$ cat src/hdl/ihc_pkg.sv
// ----------------------------------------------------------------------------
// ihc_pkg
// Types and constants shared by the ipv4 header checker modules.
// ----------------------------------------------------------------------------
package ihc_pkg;

  localparam int IDX_W  = 6;
  localparam int BYTE_W = 8;
  localparam int WORD_W = 16;

  localparam logic [WORD_W-1:0] SUM_START     = 16'hffff;
  localparam logic [BYTE_W-1:0] VER_LEN_RESET = 8'h45;

  localparam logic [IDX_W-1:0] VER_OFS     = 6'd0;
  localparam logic [IDX_W-1:0] PROTO_OFS   = 6'd9;
  localparam logic [IDX_W-1:0] CSUM_HI_OFS = 6'd10;
  localparam logic [IDX_W-1:0] CSUM_LO_OFS = 6'd11;

  localparam logic [1:0] ST_ACCEPTED    = 2'd0;
  localparam logic [1:0] ST_BAD_VERSION = 2'd1;
  localparam logic [1:0] ST_BAD_CSUM    = 2'd2;

  localparam logic [1:0] CLS_OTHER = 2'd0;
  localparam logic [1:0] CLS_UDP   = 2'd1;
  localparam logic [1:0] CLS_TCP   = 2'd2;
  localparam logic [1:0] CLS_ICMP  = 2'd3;

  localparam logic [BYTE_W-1:0] PROTO_UDP  = 8'd17;
  localparam logic [BYTE_W-1:0] PROTO_TCP  = 8'd6;
  localparam logic [BYTE_W-1:0] PROTO_ICMP = 8'd1;

  typedef struct packed {
    logic [BYTE_W-1:0] data_byte;
    logic              first_byte;
  } ihc_in_t;

  typedef struct packed {
    logic [1:0]        status;
    logic [1:0]        protocol_class;
    logic [BYTE_W-1:0] protocol_number;
  } ihc_out_t;

  typedef struct packed {
    logic item_valid;
    logic step;
  } ihc_flow_t;

endpackage

$ cat src/hdl/ihc_hdr_core.sv
// ----------------------------------------------------------------------------
// ihc_hdr_core
// Header tracking, end-around checksum accumulation and verdict per header.
// ----------------------------------------------------------------------------
module ihc_hdr_core
  import ihc_pkg::*;
#(
  parameter int HEADER_BYTES = 20
) (
  input  logic              clk,
  input  logic              rst_n,
  input  ihc_flow_t         flow,
  input  ihc_in_t           item,
  input  logic [BYTE_W-1:0] exp_ver_len,
  output logic              res_load,
  output ihc_out_t          res_data
);

  localparam logic [IDX_W-1:0] LAST_IDX = IDX_W'(HEADER_BYTES - 1);

  logic [IDX_W-1:0]  idx_r,      idx_nxt;
  logic [WORD_W-1:0] sum_r,      sum_nxt;
  logic [BYTE_W-1:0] pend_r,     pend_nxt;
  logic [WORD_W-1:0] csum_r,     csum_nxt;
  logic              ver_ok_r,   ver_ok_nxt;
  logic [BYTE_W-1:0] proto_r,    proto_nxt;
  logic              finished_r, finished_nxt;

  logic [IDX_W-1:0]  idx_cur;
  logic [WORD_W-1:0] sum_base;
  logic [WORD_W-1:0] csum_base;
  logic              active;
  logic              is_last;
  logic              add_en;
  logic [WORD_W-1:0] add_word;
  logic [WORD_W:0]   sum_wide;
  logic [WORD_W-1:0] sum_added;
  logic [1:0]        status;
  logic [1:0]        cls;

  assign active    = flow.step & (item.first_byte | ~finished_r);
  assign idx_cur   = item.first_byte ? '0 : idx_r;
  assign sum_base  = item.first_byte ? SUM_START : sum_r;
  assign csum_base = item.first_byte ? '0 : csum_r;
  assign is_last   = (idx_cur == LAST_IDX);

  always_comb begin
    add_en   = 1'b0;
    add_word = '0;
    if (idx_cur[0]) begin
      if (idx_cur != CSUM_LO_OFS) begin
        add_en   = 1'b1;
        add_word = {pend_r, item.data_byte};
      end
    end else if (idx_cur != CSUM_HI_OFS && is_last) begin
      // odd length: trailing byte pairs with a zero low byte
      add_en   = 1'b1;
      add_word = {item.data_byte, {BYTE_W{1'b0}}};
    end
  end

  // end-around reduction: subtracting 0xffff equals dropping the carry and adding one
  assign sum_wide  = {1'b0, sum_base} + {1'b0, add_word};
  assign sum_added = sum_wide[WORD_W] ? (sum_wide[WORD_W-1:0] + WORD_W'(1))
                                      : sum_wide[WORD_W-1:0];

  always_comb begin
    idx_nxt      = idx_r;
    sum_nxt      = sum_r;
    pend_nxt     = pend_r;
    csum_nxt     = csum_r;
    ver_ok_nxt   = ver_ok_r;
    proto_nxt    = proto_r;
    finished_nxt = finished_r;
    if (active) begin
      idx_nxt      = idx_cur + IDX_W'(1);
      sum_nxt      = add_en ? sum_added : sum_base;
      csum_nxt     = csum_base;
      finished_nxt = is_last;
      if (item.first_byte) begin
        ver_ok_nxt = 1'b0;
        proto_nxt  = '0;
      end
      if (idx_cur == VER_OFS) begin
        ver_ok_nxt = (item.data_byte == exp_ver_len);
      end
      if (idx_cur == PROTO_OFS) begin
        proto_nxt = item.data_byte;
      end
      if (!idx_cur[0]) begin
        pend_nxt = item.data_byte;
      end
      if (idx_cur == CSUM_HI_OFS) begin
        csum_nxt = {item.data_byte, {BYTE_W{1'b0}}};
      end else if (idx_cur == CSUM_LO_OFS) begin
        csum_nxt = {csum_base[WORD_W-1:BYTE_W], item.data_byte};
      end
    end
  end

  always_comb begin
    status = ST_ACCEPTED;
    cls    = CLS_OTHER;
    priority if (!ver_ok_nxt) begin
      status = ST_BAD_VERSION;
    end else if (csum_nxt != ~sum_nxt) begin
      status = ST_BAD_CSUM;
    end else if (proto_nxt == PROTO_UDP) begin
      cls = CLS_UDP;
    end else if (proto_nxt == PROTO_TCP) begin
      cls = CLS_TCP;
    end else if (proto_nxt == PROTO_ICMP) begin
      cls = CLS_ICMP;
    end else begin
      cls = CLS_OTHER;
    end
  end

  assign res_load                 = active & is_last;
  assign res_data.status          = status;
  assign res_data.protocol_class  = cls;
  assign res_data.protocol_number = proto_nxt;

  always_ff @(posedge clk) begin
    if (!rst_n) begin
      idx_r      <= '0;
      sum_r      <= SUM_START;
      pend_r     <= '0;
      csum_r     <= '0;
      ver_ok_r   <= 1'b0;
      proto_r    <= '0;
      finished_r <= 1'b1;
    end else begin
      idx_r      <= idx_nxt;
      sum_r      <= sum_nxt;
      pend_r     <= pend_nxt;
      csum_r     <= csum_nxt;
      ver_ok_r   <= ver_ok_nxt;
      proto_r    <= proto_nxt;
      finished_r <= finished_nxt;
    end
  end

endmodule

$ cat config.mk
export PLATFORM = sky130hd
export DESIGN_NAME = ihc_hdr_core
export DESIGN_NICKNAME = d
export VERILOG_FILES = /design/src/hdl/ihc_pkg.sv /design/src/hdl/ihc_hdr_core.sv
export SDC_FILE = /design/constraint.sdc
export NUM_CORES = 1
export LEC_CHECK = 0
export BUFFER_PORTS_ARGS = -buffer_cell sky130_fd_sc_hd__buf_2
export CAP_MARGIN = 0
export CORE_MARGIN = 2
export CORE_UTILIZATION = 58
export DETAILED_ROUTE_END_ITERATION = 16
export PLACE_DENSITY = 0.83
export SYNTH_ARGS = -nofsm -noshare
export SYNTH_HDL_FRONTEND = slang
export SYNTH_SLANG_ARGS = --single-unit
$ cat constraint.sdc
create_clock -name clk -period 5.55 [get_ports clk]
set_input_delay 0.2775 -clock clk [delete_from_list [all_inputs] [get_ports clk]]
set_output_delay 0.2775 -clock clk [all_outputs]
set_load 0.005 [all_outputs]
==> flow_metrics.py, run 1 <==
metrics = {
    "run_status": {
        "status": "completed",
    },
    "cells_and_area": {
        "layout-drive-gt1-share_pct": 18.93,
        "area_growth_syn_to_layout_pct": 9.930,
        "n_fill_cell": 722,
        "final_nets": 717,
        "diodes": 0,
        "multi_input_area_um2": 3816,
        "fin_util_pct": 64.79,
        "regArea_um2": 1125,
    },
    "logic_synthesis": {
        "syn_avg_cell_area_um2": 7.790,
        "synth_nets": 689,
        "synth_compound_area_share_pct": 28.05,
        "ys_types": 92,
        "synth_ff_type": "dfxtp_1",
        "synth_xor_area_share_pct": 6.082,
        "synth_top_family_by_area": "simple AND/OR/NAND/NOR gates",
        "yosysSeqAreaShare_pct": 22.24,
        "synth_edf_count": 0,
        "yosysWarnings": 0,
        "async_flop_share_pct": 0,
        "synthMuxAreaShare_pct": 1.440,
        "syn_inst": 647,
        "netlist_area_um2": 5040,
        "yosys.area_share.simple_pct": 32.70,
        "synth_fa_ha_area_share_pct": 5.362,
        "ys_seq_elements": 56,
    },
    "sta": {
        "fmax_mhz": 188.7,
        "tns_ns": 0,
        "finalSetupViolations": 0,
        "slew_headroom_pct": 44.76,
        "worst_slew_pin_slew_ns": 0.8285,
        "finClkSkew_ns": 0.01001,
        "rsz0062_at_grt": "false",
        "period_needed_ns": 5.298,
        "fin_hold_ws_ns": 0.3206,
        "slew_violations": 0,
        "setup_ws_ns": 0.2518,
        "timing.final.hold_violations": 0,
        "post-route-period-util_pct": 95.46,
    },
    "worst_setup_path": {
        "worstSetupPathType": "reg2out",
        "cp-start-kind": "flop",
        "cp-end-kind": "output port",
        "cpMaxStageDelayCell": "or4_4",
        "arrival_ns": 5.02,
        "path_cells": "and3b_1 -> and2_1 -> nor2_4 -> and2_1 -> ha_2 -> inv_1 -> fa_2 -> nand3b_1 -> a211oi_2 -> o21ai_0 -> nor4b_2 -> or3_4 -> or4_4 -> xnor2_1 -> o2111ai_1 -> or4_4 -> nor3_1 -> buf_2",
        "crit_fanout": 8,
        "cpPeakStageDelay_ns": 0.54,
        "reg2reg_depth": 16,
        "cp.required_ns": 5.27,
    },
    "power_and_ir_drop": {
        "power.leakage_nw": 2.243,
        "total_power_mw": 1.012,
        "power_density_nw_per_um2": 182.6,
        "ir_worst_vdd_v": 0.0001337,
    },
    "run": {
        "cap_violations": 0,
    },
    "die": {
        "die_x_um": 97.22,
        "coreArea_um2": 8551,
        "die_area_um2": 9451,
        "initial_utilization_pct": 58.94,
        "rows": 34,
        "die_h_um": 97.22,
        "ios": 34,
    },
    "routing": {
        "initialDrtViolationCount": 531,
        "drcViolationCount": 0,
        "first_pass_iters": 5,
        "wire_per_inst_um": 19.11,
        "routed_wl_mm": 14.98,
        "ant_nets": 0,
        "vias": 5254,
        "vias_per_cell": 6.702,
    },
    "cts": {
        "postCtsHoldBufs": 0,
        "root_buffer": "clkbuf_8",
        "htree_levels": 2,
        "cts_tree": "yes",
        "clkTransAtPathRegs_ns": 0.11,
        "clock_latency_ns": 0.32,
        "cts_sinks": 56,
        "cts_buffers": 5,
        "clock_path_buffers": 2,
    },
    "place": {
        "dp_hpwl_mm": 11.07,
        "gp_congestion": 0.9528,
        "dp_slack_ns": 0.1454,
        "numPortBuffers": 32,
    },
    "worst_hold_path": {
        "hold_path_depth": 3,
        "hp-class": "in2reg",
    },
    "global_routing": {
        "grt_max_degree": 57,
        "grt_pass1_vias": 4866,
        "grt_pass1_wl_mm": 23.67,
        "grt_remaining_overflow": 0,
        "grt_usage_pct": 30.44,
        "antenna_found_initial": 0,
    },
}
[logic make-up (layout without fill, tap and decap cells)]
family,count (synthesis),in the layout
AO/OA/AOI/OAI,190,190
XOR/XNOR,35,35
adder cells (fa/ha/maj),21,21
buffers and inverters,47,76
flip-flops,56,56
multiplexers,7,7
AND/OR/NAND/NOR,291,291
[registers in the layout (all words and copies together) (netlist names)]
name	count
ver_ok_r	1
sum_r	16
proto_r	8
finished_r	1
pend_r	8
idx_r	6
csum_r	16
[layout by cell type (no fill, tap or decap), drive strengths merged, types with 8 or more instances in the layout]
| cell | count |
|---|---|
| a211oi | 10 |
| a21oi | 32 |
| dfxtp | 56 |
| a21boi | 11 |
| o21ai | 41 |
| xor2 | 10 |
| nor2 | 34 |
| nor3 | 24 |
| nand4 | 15 |
| and2 | 46 |
| ha | 20 |
| a21o | 8 |
| a22oi | 10 |
| nor4 | 9 |
| nand2b | 9 |
| nand2 | 60 |
| o211ai | 8 |
| inv | 15 |
| nor2b | 8 |
| a22o | 13 |
| nand3 | 22 |
| xnor2 | 25 |
| buf | 54 |
| or2 | 20 |
[cells in the mapped netlist (all sizes together), types with 9 or more instances]
cell type / instances / area [µm²]
ha: 20 / 250.2
a22o: 13 / 113.9
a211oi: 10 / 97.59
clkbuf: 19 / 72.56
xnor2: 25 / 219.0
nand3: 22 / 115.1
xor2: 10 / 87.58
and2: 46 / 287.8
nor4: 9 / 62.56
nand2b: 9 / 56.30
inv: 14 / 52.55
nand2: 60 / 227.7
nor3: 24 / 125.1
a21oi: 32 / 182.7
nand4: 15 / 100.1
buf: 14 / 82.58
or2: 20 / 125.1
nor2: 34 / 127.6
o21ai: 41 / 209.0
a22oi: 10 / 80.07
a21boi: 11 / 86.33
dfxtp: 56 / 1121
[through the flow]
stage / cells / cell area (µm²)
floorplan: 647 / 5040
global placement: 772 / 5315
detailed placement: 772 / 5315
CTS: 781 / 5435
global route: 784 / 5540
finish: 784 / 5540
[area by class of cell]
type                            instances  share of cell area [%]
Sequential cell                        56                   20.30
Timing Repair Buffer                   54                   5.872
Clock buffer                            6                   1.310
Tap cell                              108                   2.439
Multi-Input combinational cell        544                   68.88
Clock inverter                          2                  0.2484
Inverter                               14                  0.9485
[critical path, delay by kind of cell (launching register included)]
kind / cells / cell delay, ns
flops: 1 / 0.37
fa+ha+maj: 2 / 0.58
xor+xnor: 1 / 0.17
simple gates: 10 / 2.83
buf+inv: 2 / 0.20
compound gates: 3 / 0.56
[report_power, final]
part / internal, mW / switching [mW] / total (mW)
clock: 0.0907 / 0.145 / 0.235
combinational: 0.142 / 0.223 / 0.365
sequential: 0.407 / 0.00406 / 0.411
[worst paths after layout]
| path | from | end | slack, ns |
|---|---|---|---|
| min | item[1] | pend_r[0]$_SDFFE_PN0P_ | 0.32 |
| max | idx_r[3]$_SDFFE_PN0P_ | res_data[8] | 0.25 |
| min reg2reg | pend_r[0]$_SDFFE_PN0P_ | pend_r[0]$_SDFFE_PN0P_ | 0.48 |
| max reg2reg | idx_r[3]$_SDFFE_PN0P_ | sum_r[15]$_SDFF_PN1_ | 1.51 |
[timing repair]
item                       in CTS  in global routing
setup buffers                   1                  3
setup endpoints to repair       3                  3
gates cloned                    0                  0
gates resized for setup         7                 17
pin swaps                       1                  8
[metal layers]
| metal | vias up | global-route usage (%) | wire length [µm] |
|---|---|---|---|
| li1 | 2473 | - | - |
| met1 | 2482 | 39.93 | 6323 |
| met2 | 245 | 49.68 | 6809 |
| met3 | 54 | 3.525 | 1070 |
| met4 | 0 | 15.17 | 775 |
| met5 | - | 0 | 0 |
(Power assumes the default switching activity.)
==> inputs of run 2 (changes only) <==
- CORE_UTILIZATION: 58 -> 62
- PLACE_DENSITY: 0.83 -> 0.87
==> flow_metrics.py, run 2 (synthesis results as in run 1) <==
metrics = {
    "global_routing": {
        "grt_max_degree": 57,
        "grt_pass1_vias": 4929,
        "grt_pass1_wl_mm": 24.34,
        "grt_remaining_overflow": 0,
        "antenna_found_initial": 1,
        "grt_usage_pct": 34.63,
    },
    "sta": {
        "post-route-period-util_pct": 96.72,
        "slew_headroom_pct": 40.51,
        "fin_hold_ws_ns": 0.3390,
        "tns_ns": 0,
        "fmax_mhz": 186.3,
        "slew_violations": 0,
        "timing.final.hold_violations": 0,
        "worst_slew_pin_slew_ns": 0.8924,
        "period_needed_ns": 5.368,
        "finClkSkew_ns": 0.007729,
        "finalSetupViolations": 0,
    },
    "die": {
        "die_x_um": 94.16,
        "rows": 32,
        "die_area_um2": 8866,
        "ios": 34,
        "coreArea_um2": 7807,
        "initial_utilization_pct": 64.55,
        "die_h_um": 94.16,
    },
    "cells_and_area": {
        "n_fill_cell": 632,
        "top_regs": "csum_r: 16 flops, sum_r: 16 flops",
        "mostFrequentLayoutCells": "nand2_1, dfxtp_1, and2_1",
        "layout_commonest_cell": "nand2_1",
        "layout-drive-gt1-share_pct": 19.12,
        "area_growth_syn_to_layout_pct": 10.25,
        "final_nets": 721,
        "layout.cells.non_filler": 783,
    },
    "worst_setup_path": {
        "crit_fanout": 6,
        "crit_buf_inv": 3,
        "cpPeakStageDelay_ns": 0.53,
        "r2r_slack_ns": 1.36,
        "cpMaxStageDelayCell": "or4_4",
        "arrival_ns": 5.09,
        "cpLargestDelayFamily": "simple AND/OR/NAND/NOR gates",
        "cp-start-kind": "flop",
        "reg2reg_depth": 16,
        "reg2reg_to": "sum_r[14]$_SDFF_PN1_",
        "cp.required_ns": 5.27,
        "path_cells": "and3b_1 -> and2_1 -> nor2_4 -> and2_1 -> ha_2 -> inv_1 -> fa_2 -> nand3b_1 -> a21oi_2 -> or3_4 -> nand4_4 -> or3_4 -> buf_4 -> o211ai_1 -> o21ai_0 -> or3_1 -> or4_4 -> o21ba_1 -> buf_2",
        "cp-end-kind": "output port",
        "rr_startpoint": "idx_r[1]$_SDFFE_PN0P_",
        "worstSetupPathType": "reg2out",
    },
    "routing": {
        "drcViolationCount": 0,
        "ant_nets": 0,
        "vias_per_cell": 6.862,
        "routed_wl_mm": 15.63,
        "vias": 5373,
        "wire_per_inst_um": 19.96,
        "first_pass_iters": 5,
        "initialDrtViolationCount": 397,
    },
    "cts": {
        "cts_tree": "yes",
        "cts_sinks": 56,
        "clock_path_buffers": 2,
        "root_buffer": "clkbuf_8",
        "cts_buffers": 5,
        "postCtsHoldBufs": 0,
        "clkTransAtPathRegs_ns": 0.11,
        "clock_latency_ns": 0.32,
        "htree_levels": 2,
    },
    "worst_hold_path": {
        "hold_path_depth": 3,
        "hp-class": "in2reg",
        "hp-start": "item[5]",
        "hold_path_end": "pend_r[4]$_SDFFE_PN0P_",
    },
    "power_and_ir_drop": {
        "ir_worst_vdd_v": 0.0001112,
        "total_power_mw": 1.019,
        "power_density_nw_per_um2": 183.4,
        "power.leakage_nw": 2.264,
    },
    "place": {
        "numPortBuffers": 32,
        "gp_congestion": 0.9729,
        "dp_hpwl_mm": 11.44,
        "dp_cells": 769,
    },
    "run_status": {
        "status": "completed",
    },
    "run": {
        "cap_violations": 0,
    },
}
-- run 2: cell count changes in the layout (fill, tap and decap cells not counted), moves of 2 or more --
cell      change
dfxtp_1       +3
dfxtp_2       -3
a21boi_2      +2
buf_4         +4
-- run 2: area by class of cell --
class / instances / area [µm²] / area share, %
multi-input combinational: 544 / 3811 / 68.59
tap: 102 / 127.6 / 2.297
sequential: 56 / 1121 / 20.18
clock inverter: 2 / 13.76 / 0.2477
inverter: 14 / 52.55 / 0.9457
clock buffer: 6 / 72.57 / 1.306
antenna: 1 / 2.502 / 0.04503
timing repair buffer: 58 / 355.3 / 6.395
-- run 2: how the worst max path moves through the flow --
stage | startpoint | end | slack (ns) | cells after the start
after floorplan | idx_r[1]$_SDFFE_PN0P_ | res_data[8] | 0.36 | 20
after global placement | item[0] | res_data[8] | 0.14 | 19
after detailed placement | item[0] | res_data[8] | 0.04 | 19
after CTS | idx_r[1]$_SDFFE_PN0P_ | res_data[8] | 0.08 | 18
after global routing | idx_r[1]$_SDFFE_PN0P_ | res_data[9] | -0.01 | 19
final | idx_r[1]$_SDFFE_PN0P_ | res_data[11] | 0.18 | 19
-- run 2: timing repair --
| action | 4_1_cts | 5_1_grt |
|---|---|---|
| resized for setup | 3 | 16 |
| pin swaps | 0 | 6 |
| endpoints found under the setup margin | 3 | 3 |
| buffers inserted | 0 | 5 |
-- run 2: stage by stage --
| step | area (µm²) | utilization [%] | setup WS (ns) |
|---|---|---|---|
| after floorplan | 5040 | - | 0.3621 |
| after global placement | 5330 | 68.27 | 0.1373 |
| after detailed placement | 5330 | 68.27 | 0.03676 |
| after CTS | 5428 | 69.52 | 0.08229 |
| after global routing | 5554 | 71.14 | -0.01367 |
| final | 5557 | 71.17 | 0.1821 |
-- run 2: layer usage --
| layer | global-route usage (%) | wire [µm] | vias to the layer above | part of all wire, % |
|---|---|---|---|---|
| met2 | 56.07 | 7182 | 286 | 46 |
| met5 | 0 | 0 | - | 0 |
| met1 | 45.52 | 6288 | 2534 | 40 |
| met4 | 16.06 | 751 | 0 | 4.8 |
| met3 | 4.655 | 1403 | 68 | 9.0 |
| li1 | - | - | 2485 | - |
-- run 2: worst min-delay path, cell delays in order --
cell and delay [ns]:
buf_2 0.18, nand3_1 0.09, a21boi_0 0.07
-- run 2: power by group --
group	internal (mW)	total, mW	switching [mW]
Clock	0.0907	0.238	0.147
Combinational	0.143	0.370	0.227
Sequential	0.407	0.411	0.00396
==> inputs of run 3 (changes only) <==
- PLACE_DENSITY: 0.87 -> unset
- PLACE_DENSITY_LB_ADDON: unset -> 0.05
==> flow_metrics.py, run 3 (synthesis results as in run 1) <==
metrics = {
    "place": {
        "dp_hpwl_mm": 11.02,
        "numPortBuffers": 32,
        "gp_congestion": 0.9584,
        "dp_slack_ns": 0.2821,
    },
    "worst_setup_path": {
        "cp-start-kind": "flop",
        "reg2reg_depth": 16,
        "crit_fanout": 9,
        "arrival_ns": 5.15,
        "worstSetupPathType": "reg2out",
        "cp.required_ns": 5.27,
        "cp-end-kind": "output port",
    },
    "routing": {
        "initialDrtViolationCount": 460,
        "met3_length_mm": 1.137,
        "dr_wl_met2_mm": 6.979,
        "ant_nets": 0,
        "highest_layer": "met4",
        "met1Wirelength_mm": 6.370,
        "vias_per_cell": 6.650,
        "wire_per_inst_um": 19.28,
        "routed_wl_mm": 15.00,
        "first_pass_iters": 6,
        "vias": 5174,
        "drcViolationCount": 0,
    },
    "global_routing": {
        "grt_remaining_overflow": 0,
        "grt_usage_pct": 34.00,
        "antenna_found_initial": 0,
        "grt_pass1_wl_mm": 23.72,
        "grt_pass1_vias": 4810,
        "grt_max_degree": 57,
    },
    "sta": {
        "tns_ns": 0,
        "finClkSkew_ns": 0.007439,
        "slew_violations": 0,
        "worst_slew_pin_slew_ns": 0.9155,
        "fmax_mhz": 184.4,
        "slew_headroom_pct": 38.50,
        "setup_ws_ns": 0.1264,
        "timing.final.hold_violations": 0,
        "post-route-period-util_pct": 97.72,
        "finalSetupViolations": 0,
        "period_needed_ns": 5.424,
        "fin_hold_ws_ns": 0.3406,
    },
    "cts": {
        "cts_buffers": 5,
        "cts_sinks": 56,
        "root_buffer": "clkbuf_8",
        "htree_levels": 2,
        "postCtsHoldBufs": 0,
        "cts_tree": "yes",
        "clock_latency_ns": 0.31,
        "clkTransAtPathRegs_ns": 0.10,
        "clock_path_buffers": 2,
    },
    "die": {
        "coreArea_um2": 7807,
        "initial_utilization_pct": 64.55,
        "die_x_um": 94.16,
        "die_area_um2": 8866,
        "die_h_um": 94.16,
        "rows": 32,
        "ios": 34,
    },
    "power_and_ir_drop": {
        "power.leakage_nw": 2.269,
        "total_power_mw": 1.049,
        "power_density_nw_per_um2": 187.6,
        "ir_worst_vdd_v": 0.0001604,
    },
    "run": {
        "cap_violations": 0,
    },
    "cells_and_area": {
        "regArea_um2": 1129,
        "diodes": 0,
        "mostFrequentLayoutCells": "nand2_1, dfxtp_1, and2_1",
        "final_nets": 717,
        "n_fill_cell": 669,
        "layout_commonest_cell": "nand2_1",
        "layout-drive-gt1-share_pct": 19.97,
        "fin_util_pct": 71.63,
        "multi_input_area_um2": 3847,
        "top_regs": "csum_r: 16 flops, sum_r: 16 flops",
        "area_growth_syn_to_layout_pct": 10.97,
    },
    "worst_hold_path": {
        "hold_path_depth": 3,
        "hp-class": "in2reg",
    },
    "run_status": {
        "status": "completed",
    },
}
[run 3: cell types whose count changed in the layout (fill, tap and decap cells not counted), moves of 2 or more]
cell | previous run | this run
buf_4 | 26 | 22
a21oi_2 | 7 | 5
o21ai_2 | 1 | 4
o21ai_1 | 6 | 4
dfxtp_1 | 56 | 52
dfxtp_2 | 0 | 3
[run 3: cell type report]
type,instances,share of cell area (%)
well taps,102,2.282
clock buffers,5,1.230
inverters,14,0.9396
clock inverters,3,0.7606
multi-input cells,544,68.79
flip-flops and latches,56,20.18
repair buffers,54,5.817
[run 3: final timing paths]
kind,startpoint,to,slack [ns]
hold reg to reg,pend_r[4]$_SDFFE_PN0P_,pend_r[4]$_SDFFE_PN0P_,0.47
hold / removal,item[7],pend_r[6]$_SDFFE_PN0P_,0.34
setup / recovery,idx_r[1]$_SDFFE_PN0P_,res_data[9],0.13
setup reg to reg,idx_r[1]$_SDFFE_PN0P_,sum_r[14]$_SDFF_PN1_,1.38
[run 3: critical path: stages, from the launching register on]
cell,delay (ns)
dfxtp_4,0.38
and3b_1,0.19
and2_1,0.18
nor2_2,0.16
and2_1,0.20
ha_4,0.16
inv_1,0.06
fa_2,0.38
nand3b_1,0.27
a21oi_2,0.33
or3_1,0.21
nand4_4,0.14
or3_4,0.45
or4_4,0.52
xnor2_2,0.18
o2111ai_2,0.14
or4_4,0.54
nor3_1,0.19
buf_2,0.14
[run 3: per-layer routing]
metal  up-vias  track usage (%)
met5         -                0
met4         0            12.56
met3        41            4.494
met2       205            57.14
met1      2464            44.36
li1       2464                -
[run 3: through the flow]
step,cells,area (µm²)
2_1_floorplan,647,5040
3_3_place_gp,766,5308
3_5_place_dp,766,5308
4_1_cts,774,5430
5_1_grt,778,5593
6_report,778,5593
[run 3: timing repair]
item / in CTS / in global routing
pin swaps: 0 / 8
endpoints found under the setup margin: 3 / 3
setup buffers: 0 / 4
gates resized for setup: 3 / 28
gates cloned: 0 / 0
endpoints found under the hold margin: 0 / 0
[run 3: where the power goes]
part	total (mW)	internal, mW	leakage (nW)	switching, mW
Sequential	0.413	0.407	0.456	0.00557
Combinational	0.366	0.145	1.76	0.221
Clock	0.271	0.134	0.0541	0.137
Total	1.05	0.685	2.27	0.364
